## src/rtl/core/evmnd_pkg.sv

```systemverilog
`timescale 1ns / 1ps
// ----------------------------------------------------------------------------
// evmnd_pkg: shared types and constants
// Job codes, front-to-back control groups, back-end states and the fixed
// vertex neighbour table of a hex element.
// ----------------------------------------------------------------------------
package evmnd_pkg;

    localparam int NUM_VERT    = 8;
    localparam int VIDX_W      = 3;
    localparam int DIST_W      = 50;
    localparam int DIMS_W      = 2;
    localparam int QUEUE_DEPTH = 2;

    localparam logic [DIMS_W-1:0] DIMS_2     = 2'd2;
    localparam logic [DIMS_W-1:0] DIMS_3     = 2'd3;
    localparam logic [DIMS_W-1:0] DIMS_RESET = DIMS_3;

    localparam logic [VIDX_W-1:0] LAST_QUAD_VERT = 3'd3;
    localparam logic [VIDX_W-1:0] LAST_HEX_VERT  = 3'd7;
    localparam logic [1:0]        LAST_QUAD_NBR  = 2'd1;
    localparam logic [1:0]        LAST_HEX_NBR   = 2'd2;

    // one unit of work for the back end
    typedef struct packed {
        logic err;   // bad dimension: one error word, no store access
        logic hex;   // 1: 8 vertices, 3 axes; 0: 4 vertices, 2 axes
    } t_job;

    // vertex store write control from the front end
    typedef struct packed {
        logic              en;
        logic [VIDX_W-1:0] addr;
    } t_wr_ctl;

    // back end status toward the front end
    typedef struct packed {
        logic emit_done;   // last word of an element has been loaded
    } t_be_status;

    typedef enum logic [1:0] {
        BE_IDLE,
        BE_ISSUE,
        BE_WAIT,
        BE_OUT
    } t_be_state;

    // neighbour k of vertex v within a hex element (2D uses k 0 and 1)
    function automatic logic [VIDX_W-1:0] nbr_vertex(input logic [VIDX_W-1:0] v,
                                                     input logic [1:0] k);
        logic [3*VIDX_W-1:0] row;
        unique case (v)
            3'd0:    row = {3'd4, 3'd2, 3'd1};
            3'd1:    row = {3'd5, 3'd3, 3'd0};
            3'd2:    row = {3'd6, 3'd3, 3'd0};
            3'd3:    row = {3'd7, 3'd2, 3'd1};
            3'd4:    row = {3'd6, 3'd5, 3'd0};
            3'd5:    row = {3'd7, 3'd4, 3'd1};
            3'd6:    row = {3'd7, 3'd4, 3'd2};
            default: row = {3'd6, 3'd5, 3'd3};
        endcase
        unique case (k)
            2'd0:    return row[VIDX_W-1:0];
            2'd1:    return row[2*VIDX_W-1:VIDX_W];
            default: return row[3*VIDX_W-1:2*VIDX_W];
        endcase
    endfunction

endpackage

```

## src/rtl/core/evmnd_job_queue.sv

```systemverilog
`timescale 1ns / 1ps
// ----------------------------------------------------------------------------
// evmnd_job_queue: job queue between front and back end
// Small first-in first-out buffer of jobs.
// ----------------------------------------------------------------------------
module evmnd_job_queue (
    input  logic            i_clk,
    input  logic            i_rst_n,
    input  logic            i_push,
    input  evmnd_pkg::t_job i_job,
    input  logic            i_pop,
    output evmnd_pkg::t_job o_job,
    output logic            o_full,
    output logic            o_empty
);

    localparam int PTR_W = $clog2(evmnd_pkg::QUEUE_DEPTH);
    localparam int CNT_W = $clog2(evmnd_pkg::QUEUE_DEPTH + 1);

    evmnd_pkg::t_job  r_slot [evmnd_pkg::QUEUE_DEPTH];
    logic [PTR_W-1:0] r_wp;
    logic [PTR_W-1:0] r_rp;
    logic [CNT_W-1:0] r_cnt;
    logic             do_push;
    logic             do_pop;

    assign o_full  = (r_cnt == CNT_W'(evmnd_pkg::QUEUE_DEPTH));
    assign o_empty = (r_cnt == '0);
    assign do_push = i_push && !o_full;
    assign do_pop  = i_pop && !o_empty;
    assign o_job   = r_slot[r_rp];

    // store pushed job
    always_ff @(posedge i_clk) begin
        if (do_push) begin
            r_slot[r_wp] <= i_job;
        end
    end

    // advance pointers and fill count
    always_ff @(posedge i_clk) begin
        if (!i_rst_n) begin
            r_wp  <= '0;
            r_rp  <= '0;
            r_cnt <= '0;
        end else begin
            if (do_push) begin
                r_wp <= (r_wp == PTR_W'(evmnd_pkg::QUEUE_DEPTH - 1)) ? '0 : r_wp + 1'b1;
            end
            if (do_pop) begin
                r_rp <= (r_rp == PTR_W'(evmnd_pkg::QUEUE_DEPTH - 1)) ? '0 : r_rp + 1'b1;
            end
            r_cnt <= r_cnt + CNT_W'(do_push) - CNT_W'(do_pop);
        end
    end

endmodule

```

## config.mk

```make
export PLATFORM = sky130hd
export DESIGN_NAME = evmnd_job_queue
export DESIGN_NICKNAME = d
export VERILOG_FILES = /design/src/rtl/core/evmnd_pkg.sv /design/src/rtl/core/evmnd_job_queue.sv
export SDC_FILE = /design/constraint.sdc
export NUM_CORES = 1
export LEC_CHECK = 0
export BUFFER_PORTS_ARGS = -buffer_cell sky130_fd_sc_hd__clkbuf_2
export CAP_MARGIN = 20
export CORE_AREA = 2 2 39 41
export DETAILED_ROUTE_END_ITERATION = 7
export DIE_AREA = 0 0 41 43
export PLACE_DENSITY_LB_ADDON = 0.05
export SYNTH_ARGS = -nofsm -noshare
export SYNTH_HDL_FRONTEND = slang
export SYNTH_SLANG_ARGS = --single-unit
```

## constraint.sdc

```tcl
create_clock -name i_clk -period 1.3 [get_ports i_clk]
set_input_delay 0.065 -clock i_clk [delete_from_list [all_inputs] [get_ports i_clk]]
set_output_delay 0.065 -clock i_clk [all_outputs]
set_load 0.1 [all_outputs]
```

==> flow_summary.toml <==
[drt]
met2_length_um = 357
wire_per_inst_um = 9.58
vias_per_cell = 4.07
highest_layer = "met4"
postRouteAntennaNets = 0
drt_iter0_drc = 2
wl_met1_um = 273
wl_met3_um = 35
vias = 289
first_pass_iters = 4
routed_wl_um = 680
drc_errors = 0

[synth]
synth_top_area_share_pct = 32.1
synth_common_cells = "5 x dfxtp_1, 5 x nor2_1, 4 x edfxtp_1"
synth_fp_nets = 40
yosysSeqAreaShare_pct = 58.9
synthArstFlopShare_pct = 0
syn_inst = 32
synth-edff-count = 4
synth.top_cells.by_area = "edfxtp_1 32%, dfxtp_1 27%, ha_1 6.7%, mux2_2 6.0%, nor2_1 5.0%"
ys_types = 14
syn_avg_cell_area_um2 = 11.7
netlist_area_um2 = 374
synth_ff_type = "dfxtp_1"
ys_ff_latch = 9
yosys_warnings = 0
synth_top_cell_by_area = "edfxtp_1"

[critical_path]
worst_path_max_delay_cell = "dfxtp_4"
cp_max_fo = 3
worstPathCellList = "o21a_4, ha_4, inv_2, ha_4, xor2_2, xnor2_1, nor2_1"
r2r_end = "r_cnt[1]$_SDFF_PN0_"
cp.required_ns = 1.45
path_buf_inv = 1
crit_arrival_ns = 1.63
r2r_setup_slack_ns = -0.18
crit_start = "r_cnt[1]$_SDFF_PN0_"
cp_num_cells = 7
r2r_cells = 7
endpoint = "r_cnt[1]$_SDFF_PN0_"
cp_top_family = "adder cells"
critPathMostFrequentCell = "ha_4"
r2r-start = "r_cnt[1]$_SDFF_PN0_"
cpPeakStageDelay_ns = 0.36
criticalPathCategory = "reg -> reg"
endpoint_kind = "flop"
critical_path.startpoint_type = "flop"

[run_status]
violations = "setup timing"
status = "complete, but fails checks"

[grt]
grt_max_degree = 6
grt_pass1_wl_mm = 1.09
gr-total-overflow = 0
grt_usage_pct = 9.53
grt_pass1_vias = 283
antenna_found_initial = 0

[sta]
hold-worst-slack_ns = 0.0816
rsz0062_at_grt = "yes"
worst_slew_pin_slew_ns = 0.279
fin_crit_ns = 1.48
fin_crit_sh_pct = 114
slew_viol_final = 0
skew_ns = 0.00806
setup_viol = 2
timing.fmax_mhz = 674
setup_ws_ns = -0.183
slew_headroom_pct = 81.6
final_hold_viol_count = 0

[cts]
cts.sinks = 9
htreeDepth = 1
clk_root_buffer_cell = "clkbuf_4"
cts_buffers = 3
cts_tree = "built"
clk_pin_slew_worst_paths_ns = 0.06
clockBufferDepth = 2
clkLatencyLatePin_ns = 0.26

[layout]
drive_above_1_share_pct = 63.6
syn_to_final_growth_pct = 76.3
diodes = 0
nets = 64

[flow_run]
cap_violations = 0

[power_and_ir_drop]
power_mw = 1.74
power_density_nw_per_um2 = 2630
p_leak_nw = 0.291
ir_worst_vdd_mv = 1.16

[placed_design]
portBuffers = 9
dp_hpwl_um = 514
routabilityCongestion = 0.622
place_ws_ns = -0.211

[floorplan]
fp.dieW_um = 41
core_um2 = 1380
io_pins = 10
die-area_um2 = 1760
start_util_pct = 27.0
die_h_um = 43
rows = 14

[worst_hold_path]
hold_class = "in -> reg"
worst register-to-register path: stages, from the launching register on:
cell and delay (ns):
dfxtp_4 0.36, o21a_4 0.21, ha_4 0.25, inv_2 0.04, ha_4 0.15, xor2_2 0.14, xnor2_1 0.16, nor2_1 0.06
where the power goes:
group	leakage, nW	switching (mW)	total (mW)	internal [mW]
registers	0.0797	0.0557	0.437	0.381
clock network	0.0150	0.0922	0.210	0.118
logic	0.197	0.609	1.09	0.480
total	0.291	0.757	1.74	0.979
placed cells by master (no fill, tap or decap), types with 2 or more instances in the layout:
master         instances
edfxtp_1               4
ha_4                   2
clkbuf_4               3
dlygate4sd3_1          2
clkbuf_2               5
nor2_1                 4
buf_4                  9
dfxtp_1                3
buf_12                 2
mux2_2                 2
layout make-up:
| type | count | area [um2] |
|---|---|---|
| well taps | 16 | 20.0 |
| clock buffers | 4 | 26.3 |
| repair buffers | 19 | 164 |
| fillers | 129 | 724 |
| flip-flops and latches | 9 | 225 |
| inverters | 3 | 13.8 |
| multi-input cells | 20 | 210 |
metrics by stage:
| step | cell area, um2 | TNS, ns | std cells | util (%) |
|---|---|---|---|---|
| after floorplan | 389 | -0.170 | 32 | - |
| after CTS | 593 | -0.185 | 67 | 42.9 |
| after detailed placement | 522 | -0.254 | 62 | 37.7 |
| final | 659 | -0.185 | 71 | 47.6 |
| after global routing | 659 | -0.267 | 71 | 47.6 |
| after global placement | 522 | -0.170 | 62 | 37.7 |
kinds of logic (layout without fill, tap and decap cells):
| kind of cell | after synthesis | in the layout | share of synthesized area, % |
|---|---|---|---|
| AO/OA/AOI/OAI | 1 | 1 | 2.01 |
| XOR/XNOR | 3 | 3 | 7.02 |
| adder cells (fa/ha/maj) | 2 | 2 | 6.69 |
| buffers and inverters | 3 | 26 | 3.01 |
| flip-flops | 9 | 9 | 58.9 |
| multiplexers | 3 | 3 | 8.70 |
| AND/OR/NAND/NOR | 11 | 11 | 13.7 |
routing by layer:
layer / GRT usage [%] / up-vias
met5: 0 / -
met4: 4.00 / 0
met3: 4.71 / 2
met2: 14.7 / 8
met1: 10.6 / 130
li1: - / 149
what timing repair did:
action	4_1_cts	5_1_grt
setup buffers	1	2
pin swaps	6	6
resized for setup	7	10
hold buffers	0	2
endpoints found under the setup margin	4	4
hold endpoints to repair	0	4
how the worst min path moves through the flow:
stage                        start                      to  cells past startpoint
after detailed placement  i_job[1]  r_slot[0][1]$_DFFE_PP_                      1
after global placement    i_job[0]  r_slot[1][0]$_DFFE_PP_                      1
after floorplan           i_job[0]  r_slot[0][0]$_DFFE_PP_                      0
after global routing       i_rst_n     r_cnt[0]$_SDFF_PN0_                      2
after CTS                 i_job[1]  r_slot[1][1]$_DFFE_PP_                      1
final                      i_rst_n     r_cnt[0]$_SDFF_PN0_                      2
Power figures use the tool's default switching activity.
