## config.mk

```make
export PLATFORM = sky130hd
export DESIGN_NAME = evmnd_front_flat
export DESIGN_NICKNAME = d
export VERILOG_FILES = /design/src/rtl/core/evmnd_pkg.sv /design/src/rtl/core/evmnd_if.sv /design/src/rtl/core/evmnd_front.sv /design/src/flat_wrapper.sv
export SDC_FILE = /design/constraint.sdc
export NUM_CORES = 1
export LEC_CHECK = 0
export BUFFER_PORTS_ARGS = -buffer_cell sky130_fd_sc_hd__buf_2
export CORE_MARGIN = 3
export CORE_UTILIZATION = 19
export CTS_CLUSTER_SIZE = 12
export DETAILED_ROUTE_END_ITERATION = 7
export GPL_TIMING_DRIVEN = 0
export PLACE_DENSITY = 0.79
export SKIP_CTS_REPAIR_TIMING = 1
export SYNTH_ARGS = -nofsm -noshare
export SYNTH_HDL_FRONTEND = slang
export SYNTH_SLANG_ARGS = --single-unit
```

## constraint.sdc

```tcl
create_clock -name i_clk -period 1.3 [get_ports i_clk]
set_clock_uncertainty 0.1 [all_clocks]
set_input_delay 0.065 -clock i_clk [delete_from_list [all_inputs] [get_ports i_clk]]
set_output_delay 0.065 -clock i_clk [all_outputs]
set_load 0.02 [all_outputs]
```

## src/rtl/core/evmnd_pkg.sv

```systemverilog
`timescale 1ns / 1ps
// ----------------------------------------------------------------------------
// evmnd_pkg: shared types and constants
// Job codes, front-to-back control groups, back-end states and the fixed
// vertex neighbour table of a hex element.
// ----------------------------------------------------------------------------
package evmnd_pkg;

    localparam int NUM_VERT    = 8;
    localparam int VIDX_W      = 3;
    localparam int DIST_W      = 50;
    localparam int DIMS_W      = 2;
    localparam int QUEUE_DEPTH = 2;

    localparam logic [DIMS_W-1:0] DIMS_2     = 2'd2;
    localparam logic [DIMS_W-1:0] DIMS_3     = 2'd3;
    localparam logic [DIMS_W-1:0] DIMS_RESET = DIMS_3;

    localparam logic [VIDX_W-1:0] LAST_QUAD_VERT = 3'd3;
    localparam logic [VIDX_W-1:0] LAST_HEX_VERT  = 3'd7;
    localparam logic [1:0]        LAST_QUAD_NBR  = 2'd1;
    localparam logic [1:0]        LAST_HEX_NBR   = 2'd2;

    // one unit of work for the back end
    typedef struct packed {
        logic err;   // bad dimension: one error word, no store access
        logic hex;   // 1: 8 vertices, 3 axes; 0: 4 vertices, 2 axes
    } t_job;

    // vertex store write control from the front end
    typedef struct packed {
        logic              en;
        logic [VIDX_W-1:0] addr;
    } t_wr_ctl;

    // back end status toward the front end
    typedef struct packed {
        logic emit_done;   // last word of an element has been loaded
    } t_be_status;

    typedef enum logic [1:0] {
        BE_IDLE,
        BE_ISSUE,
        BE_WAIT,
        BE_OUT
    } t_be_state;

    // neighbour k of vertex v within a hex element (2D uses k 0 and 1)
    function automatic logic [VIDX_W-1:0] nbr_vertex(input logic [VIDX_W-1:0] v,
                                                     input logic [1:0] k);
        logic [3*VIDX_W-1:0] row;
        unique case (v)
            3'd0:    row = {3'd4, 3'd2, 3'd1};
            3'd1:    row = {3'd5, 3'd3, 3'd0};
            3'd2:    row = {3'd6, 3'd3, 3'd0};
            3'd3:    row = {3'd7, 3'd2, 3'd1};
            3'd4:    row = {3'd6, 3'd5, 3'd0};
            3'd5:    row = {3'd7, 3'd4, 3'd1};
            3'd6:    row = {3'd7, 3'd4, 3'd2};
            default: row = {3'd6, 3'd5, 3'd3};
        endcase
        unique case (k)
            2'd0:    return row[VIDX_W-1:0];
            2'd1:    return row[2*VIDX_W-1:VIDX_W];
            default: return row[3*VIDX_W-1:2*VIDX_W];
        endcase
    endfunction

endpackage

```

## src/rtl/core/evmnd_if.sv

```systemverilog
`timescale 1ns / 1ps
// ----------------------------------------------------------------------------
// evmnd_if: vertex and result stream interfaces
// Valid/ready channels; a word moves at a rising edge with valid and ready.
// ----------------------------------------------------------------------------
interface evmnd_in_if #(
    parameter int COORD_WIDTH = 24
);
    logic                          valid;
    logic                          ready;
    logic signed [COORD_WIDTH-1:0] coord_x;
    logic signed [COORD_WIDTH-1:0] coord_y;
    logic signed [COORD_WIDTH-1:0] coord_z;

    modport source (output valid, output coord_x, output coord_y, output coord_z,
                    input ready);
    modport sink   (input valid, input coord_x, input coord_y, input coord_z,
                    output ready);
endinterface


```

## src/rtl/core/evmnd_front.sv

```systemverilog
`timescale 1ns / 1ps
// ----------------------------------------------------------------------------
// evmnd_front: vertex intake and classification
// Holds the dimension register and vertex count, writes accepted vertices
// into the store and queues emission or error jobs for the back end.
// ----------------------------------------------------------------------------
module evmnd_front (
    input  logic                           i_clk,
    input  logic                           i_rst_n,
    input  logic                           i_cfg_we,
    input  logic [evmnd_pkg::DIMS_W-1:0]   i_cfg_wdata,
    evmnd_in_if.sink                       i_in,
    input  logic                           i_q_full,
    input  evmnd_pkg::t_be_status          i_be_status,
    output logic                           o_job_push,
    output evmnd_pkg::t_job                o_job,
    output evmnd_pkg::t_wr_ctl             o_wr
);

    logic [evmnd_pkg::DIMS_W-1:0] r_dims;
    logic [evmnd_pkg::VIDX_W-1:0] r_count;
    logic [evmnd_pkg::VIDX_W-1:0] n_count;
    logic                         r_busy;
    logic                         dims_ok;
    logic                         accept;
    logic                         emit;

    // classify the incoming word
    assign dims_ok = (r_dims == evmnd_pkg::DIMS_2) || (r_dims == evmnd_pkg::DIMS_3);
    assign i_in.ready = !i_q_full && !r_busy;
    assign accept  = i_in.valid && i_in.ready;
    assign n_count = r_count + 3'd1;
    // element complete: count wrapped to zero, or reached four for quads
    assign emit    = (n_count == '0) ||
                     ((r_dims == evmnd_pkg::DIMS_2) && n_count[2]);

    // drive store write and job push
    always_comb begin
        o_wr.en      = accept && dims_ok;
        o_wr.addr    = r_count;
        o_job_push   = accept && (!dims_ok || emit);
        o_job.err    = !dims_ok;
        o_job.hex    = (r_dims == evmnd_pkg::DIMS_3);
    end

    // hold dimension register
    always_ff @(posedge i_clk) begin
        if (!i_rst_n) begin
            r_dims <= evmnd_pkg::DIMS_RESET;
        end else if (i_cfg_we) begin
            r_dims <= i_cfg_wdata;
        end
    end

    // advance vertex count, block intake while an element is being emitted
    always_ff @(posedge i_clk) begin
        if (!i_rst_n) begin
            r_count <= '0;
            r_busy  <= 1'b0;
        end else begin
            if (accept && dims_ok) begin
                if (emit) begin
                    r_count <= '0;
                    r_busy  <= 1'b1;
                end else begin
                    r_count <= n_count;
                end
            end else if (i_be_status.emit_done) begin
                r_busy <= 1'b0;
            end
        end
    end

endmodule

```

## src/flat_wrapper.sv

```systemverilog
// flat-port wrapper written by rule: the top's interface ports become plain ports
module evmnd_front_flat 
  (i_clk, i_rst_n, i_cfg_we, i_cfg_wdata, i_q_full, i_be_status, o_job_push, o_job, o_wr, i_in_valid, i_in_coord_x, i_in_coord_y, i_in_coord_z, i_in_ready);
  evmnd_in_if i_in_i ();
  input  logic i_clk;
  input  logic i_rst_n;
  input  logic i_cfg_we;
  input  logic [evmnd_pkg::DIMS_W-1:0] i_cfg_wdata;
  input  logic i_q_full;
  input  evmnd_pkg::t_be_status i_be_status;
  output logic o_job_push;
  output evmnd_pkg::t_job o_job;
  output evmnd_pkg::t_wr_ctl o_wr;
  input wire logic [$bits(i_in_i.valid)-1:0] i_in_valid;
  input wire logic [$bits(i_in_i.coord_x)-1:0] i_in_coord_x;
  input wire logic [$bits(i_in_i.coord_y)-1:0] i_in_coord_y;
  input wire logic [$bits(i_in_i.coord_z)-1:0] i_in_coord_z;
  output wire logic [$bits(i_in_i.ready)-1:0] i_in_ready;
  assign i_in_i.valid = i_in_valid;
  assign i_in_i.coord_x = i_in_coord_x;
  assign i_in_i.coord_y = i_in_coord_y;
  assign i_in_i.coord_z = i_in_coord_z;
  assign i_in_ready = i_in_i.ready;
  evmnd_front u_core (.i_clk(i_clk), .i_rst_n(i_rst_n), .i_cfg_we(i_cfg_we), .i_cfg_wdata(i_cfg_wdata), .i_in(i_in_i), .i_q_full(i_q_full), .i_be_status(i_be_status), .o_job_push(o_job_push), .o_job(o_job), .o_wr(o_wr));
endmodule
```

==> summary.txt <==
STA
  • Setup TNS: -0.1767 ns
  • Relative slew margins: 77.45%
  • Max-slew violations: 0
  • RSZ-0062 raised after global routing: yes
  • Final Cycle Share: 111.0%
  • Worst setup margin: -0.1434 ns
  • Fmax achieved: 692.8 MHz
  • Final hold violation count: 0
  • Tmin final: 1.443 ns
  • Final setup fails: 2
  • Worst slew pin tran: 0.3382 ns

Floorplan
  • Die height: 46.17 um
  • Starting Density: 21.91%
  • Die W: 46.17 um
  • Num rows: 13
  • Core area: 0.001399 mm^2
  • DIE AREA: 0.002131 mm^2
  • Io pins: 88

Critical path
  • Data arrival, critical path: 1.28 ns
  • Last element of the critical path: o_job_push
  • Crit path launch: u_core.r_dims[1]
  • FF-to-FF setup slack: 0 ns
  • CP peak stage delay: 0.33 ns
  • Reg2reg end: u_core.r_count[1]
  • Startpoint types: register
  • Levels on crit path: 4
  • CP delay by family, top: compound AO/OA/AOI/OAI gates
  • Worst Path Max Fanout: 2
  • FF-to-FF Start: u_core.r_dims[1]
  • Critical-path top delay cell: dfxtp_4
  • Worst R2R Path Depth: 6
  • Crit Path Class: reg2out
  • Bufs and invs on worst path: 1
  • Crit. End Element: output pin
  • Critical Path RT: 1.13 ns
  • Worst path cell trace: or2b_1, o21a_1, a21oi_4, buf_6

Detailed routing
  • Antenna Violating Nets Remaining: 0
  • Post-Route WL: 783 um
  • First-pass detailed-route iteration total: 4
  • Initial drt markers: 8
  • Post-DR wirelength/cell: 10.58 um
  • Via count: 345
  • DR vias/cell: 4.662
  • Residual DRC: 0

Synthesis
  • Mapped Area: 306.5 um^2
  • Top post-synthesis cells by area: dfxtp_1 39%, nand2_1 8.6%, o21ai_0 4.9%
  • FF+latch count, synth: 6
  • Cells after Synth: 37
  • Cell taking the most area after synthesis: dfxtp_1
  • YS warnings: 0
  • Register area share after synthesis: 39.18%
  • Post-synth top area share: 39.18%
  • Syn nets: 118
  • Count of different cell masters after synthesis: 18
  • Synthesized area per cell: 8.285 um^2

GRT
  • Largest net degree at the start of global routing: 10
  • Grt ovf: 0
  • Vias in the first global route: 276
  • First-pass GRT wire length: 1.083 mm
  • GRT Overall Usage: 7.686%
  • Initial antenna violation count: 0

Clock tree
  • Worst-path clk slew: 0.04 ns
  • Clk buf depth: 2
  • H-Tree Depth: 1
  • TritonCTS buffer count: 3
  • Root Driver: clkbuf_4
  • CTS tree: done
  • Clk sinks: 6
  • Worst skew pair latency: 0.24 ns

Placement
  • Gpl congestion: 0.7008
  • Buffers added on ports: 14
  • HPWL Detailed: 536.3 um
  • Post-DP Area: 409.1 um^2

Final layout
  • Fin area: 505.5 um^2
  • Synthesis-to-layout area growth: 64.90%
  • Proportion of layout cells with a drive suffix above 1: 42.37%
  • Final Net Count: 142
  • ANT cells: 0

Power
  • Pwr/cell area: 929.3 mW/mm^2
  • VDD IR-drop max: 0.0004705 V
  • Leakage: 0.2228 nW

Min path
  • Hold Crit Class: in2reg

Outcome
  • Status: finished, violations left
  • Failing checks: negative setup slack

Job
  • Max cap viols: 0
[cell type report]
type	count	area [um^2]
multi-input combinational	27	187.7
clock buffer	3	22.52
fill	141	893.4
tap	15	18.77
buffer	2	15.01
timing repair buffer	19	127.6
inverter	2	7.507
sequential	6	126.4
[power by group]
group | switching [mW] | total, mW | internal (mW)
clock | 0.0701 | 0.175 | 0.105
sequential | 0.00598 | 0.198 | 0.192
combinational | 0.0499 | 0.0969 | 0.0470
total | 0.126 | 0.470 | 0.344
[worst reg2reg max path, cell delays in order, from the launching register on]
cell and delay, ns:
dfxtp_4 0.33, buf_4 0.13, and4bb_1 0.20, buf_6 0.13
buf_4 0.11, nand3_1 0.07, o22ai_1 0.15
[placed cells by master, fill, tap and decap left out, drive strengths merged]
cell	instances
nor2	3
o211ai	2
dlygate4sd3	3
nand2	7
buf	17
dfxtp	6
nand3	1
ha	1
and4bb	1
nand3b	2
inv	2
o21a	1
clkbuf	4
o22ai	2
mux2i	1
a21oi	1
a311oi	1
or2b	1
o21ai	3
[per-layer routing]
metal  vias to the layer above  GRT usage (%)  wire [um]
met1                       148          8.121        330
met2                        19          10.44        350
li1                        176              -          -
met3                         2          5.859         94
met5                         -              0          0
met4                         0          5.114          8
[registers in the layout, summed over array words and instances, names as in the netlist]
register and count:
u_core.r_dims 2, u_core.r_busy 1, u_core.r_count 3
[metrics by stage]
step           hold slack [ns]  total power, mW  utilization, %  setup slack, ns  cells
6_report              0.007484           0.4697           36.14          -0.1434     74
5_1_grt                0.01441           0.4944           36.14          -0.1988     74
4_1_cts               -0.06527           0.4527           30.86          -0.3028     69
3_5_place_dp            0.1838           0.2804           29.25         -0.04098     66
3_3_place_gp            0.1803           0.2781           29.25         -0.03612     66
2_1_floorplan          0.08089           0.2523               -          0.07001     37
[cell families (layout without fill, tap and decap cells)]
group / Yosys count / count (layout) / synth area share (%)
compound gates: 10 / 10 / 20.81
fa+ha+maj: 1 / 1 / 4.081
buf+inv: 4 / 26 / 7.346
flops: 6 / 6 / 39.19
mux: 1 / 1 / 3.265
simple gates: 15 / 15 / 25.30
[worst min path at each step]
stage                         startpoint               end  cells past startpoint
after global routing         i_be_status     u_core.r_busy                      3
final                        i_be_status     u_core.r_busy                      3
after floorplan                 i_cfg_we  u_core.r_dims[0]                      1
after CTS                 i_cfg_wdata[0]  u_core.r_dims[0]                      3
after global placement    i_cfg_wdata[0]  u_core.r_dims[0]                      3
after detailed placement  i_cfg_wdata[0]  u_core.r_dims[0]                      3
[synthesized netlist by cell type]
library cell  number
nor2_1             3
o211ai_1           2
o22ai_1            2
a21oi_1            1
and4bb_1           1
nand3b_1           2
o21ai_0            3
nand2_1            7
a311oi_1           1
dfxtp_1            6
nand3_1            1
buf_6              1
clkbuf_1           1
inv_1              2
or2b_1             1
mux2i_1            1
o21a_1             1
ha_1               1
Note: power is estimated with default switching activity, not from simulation.
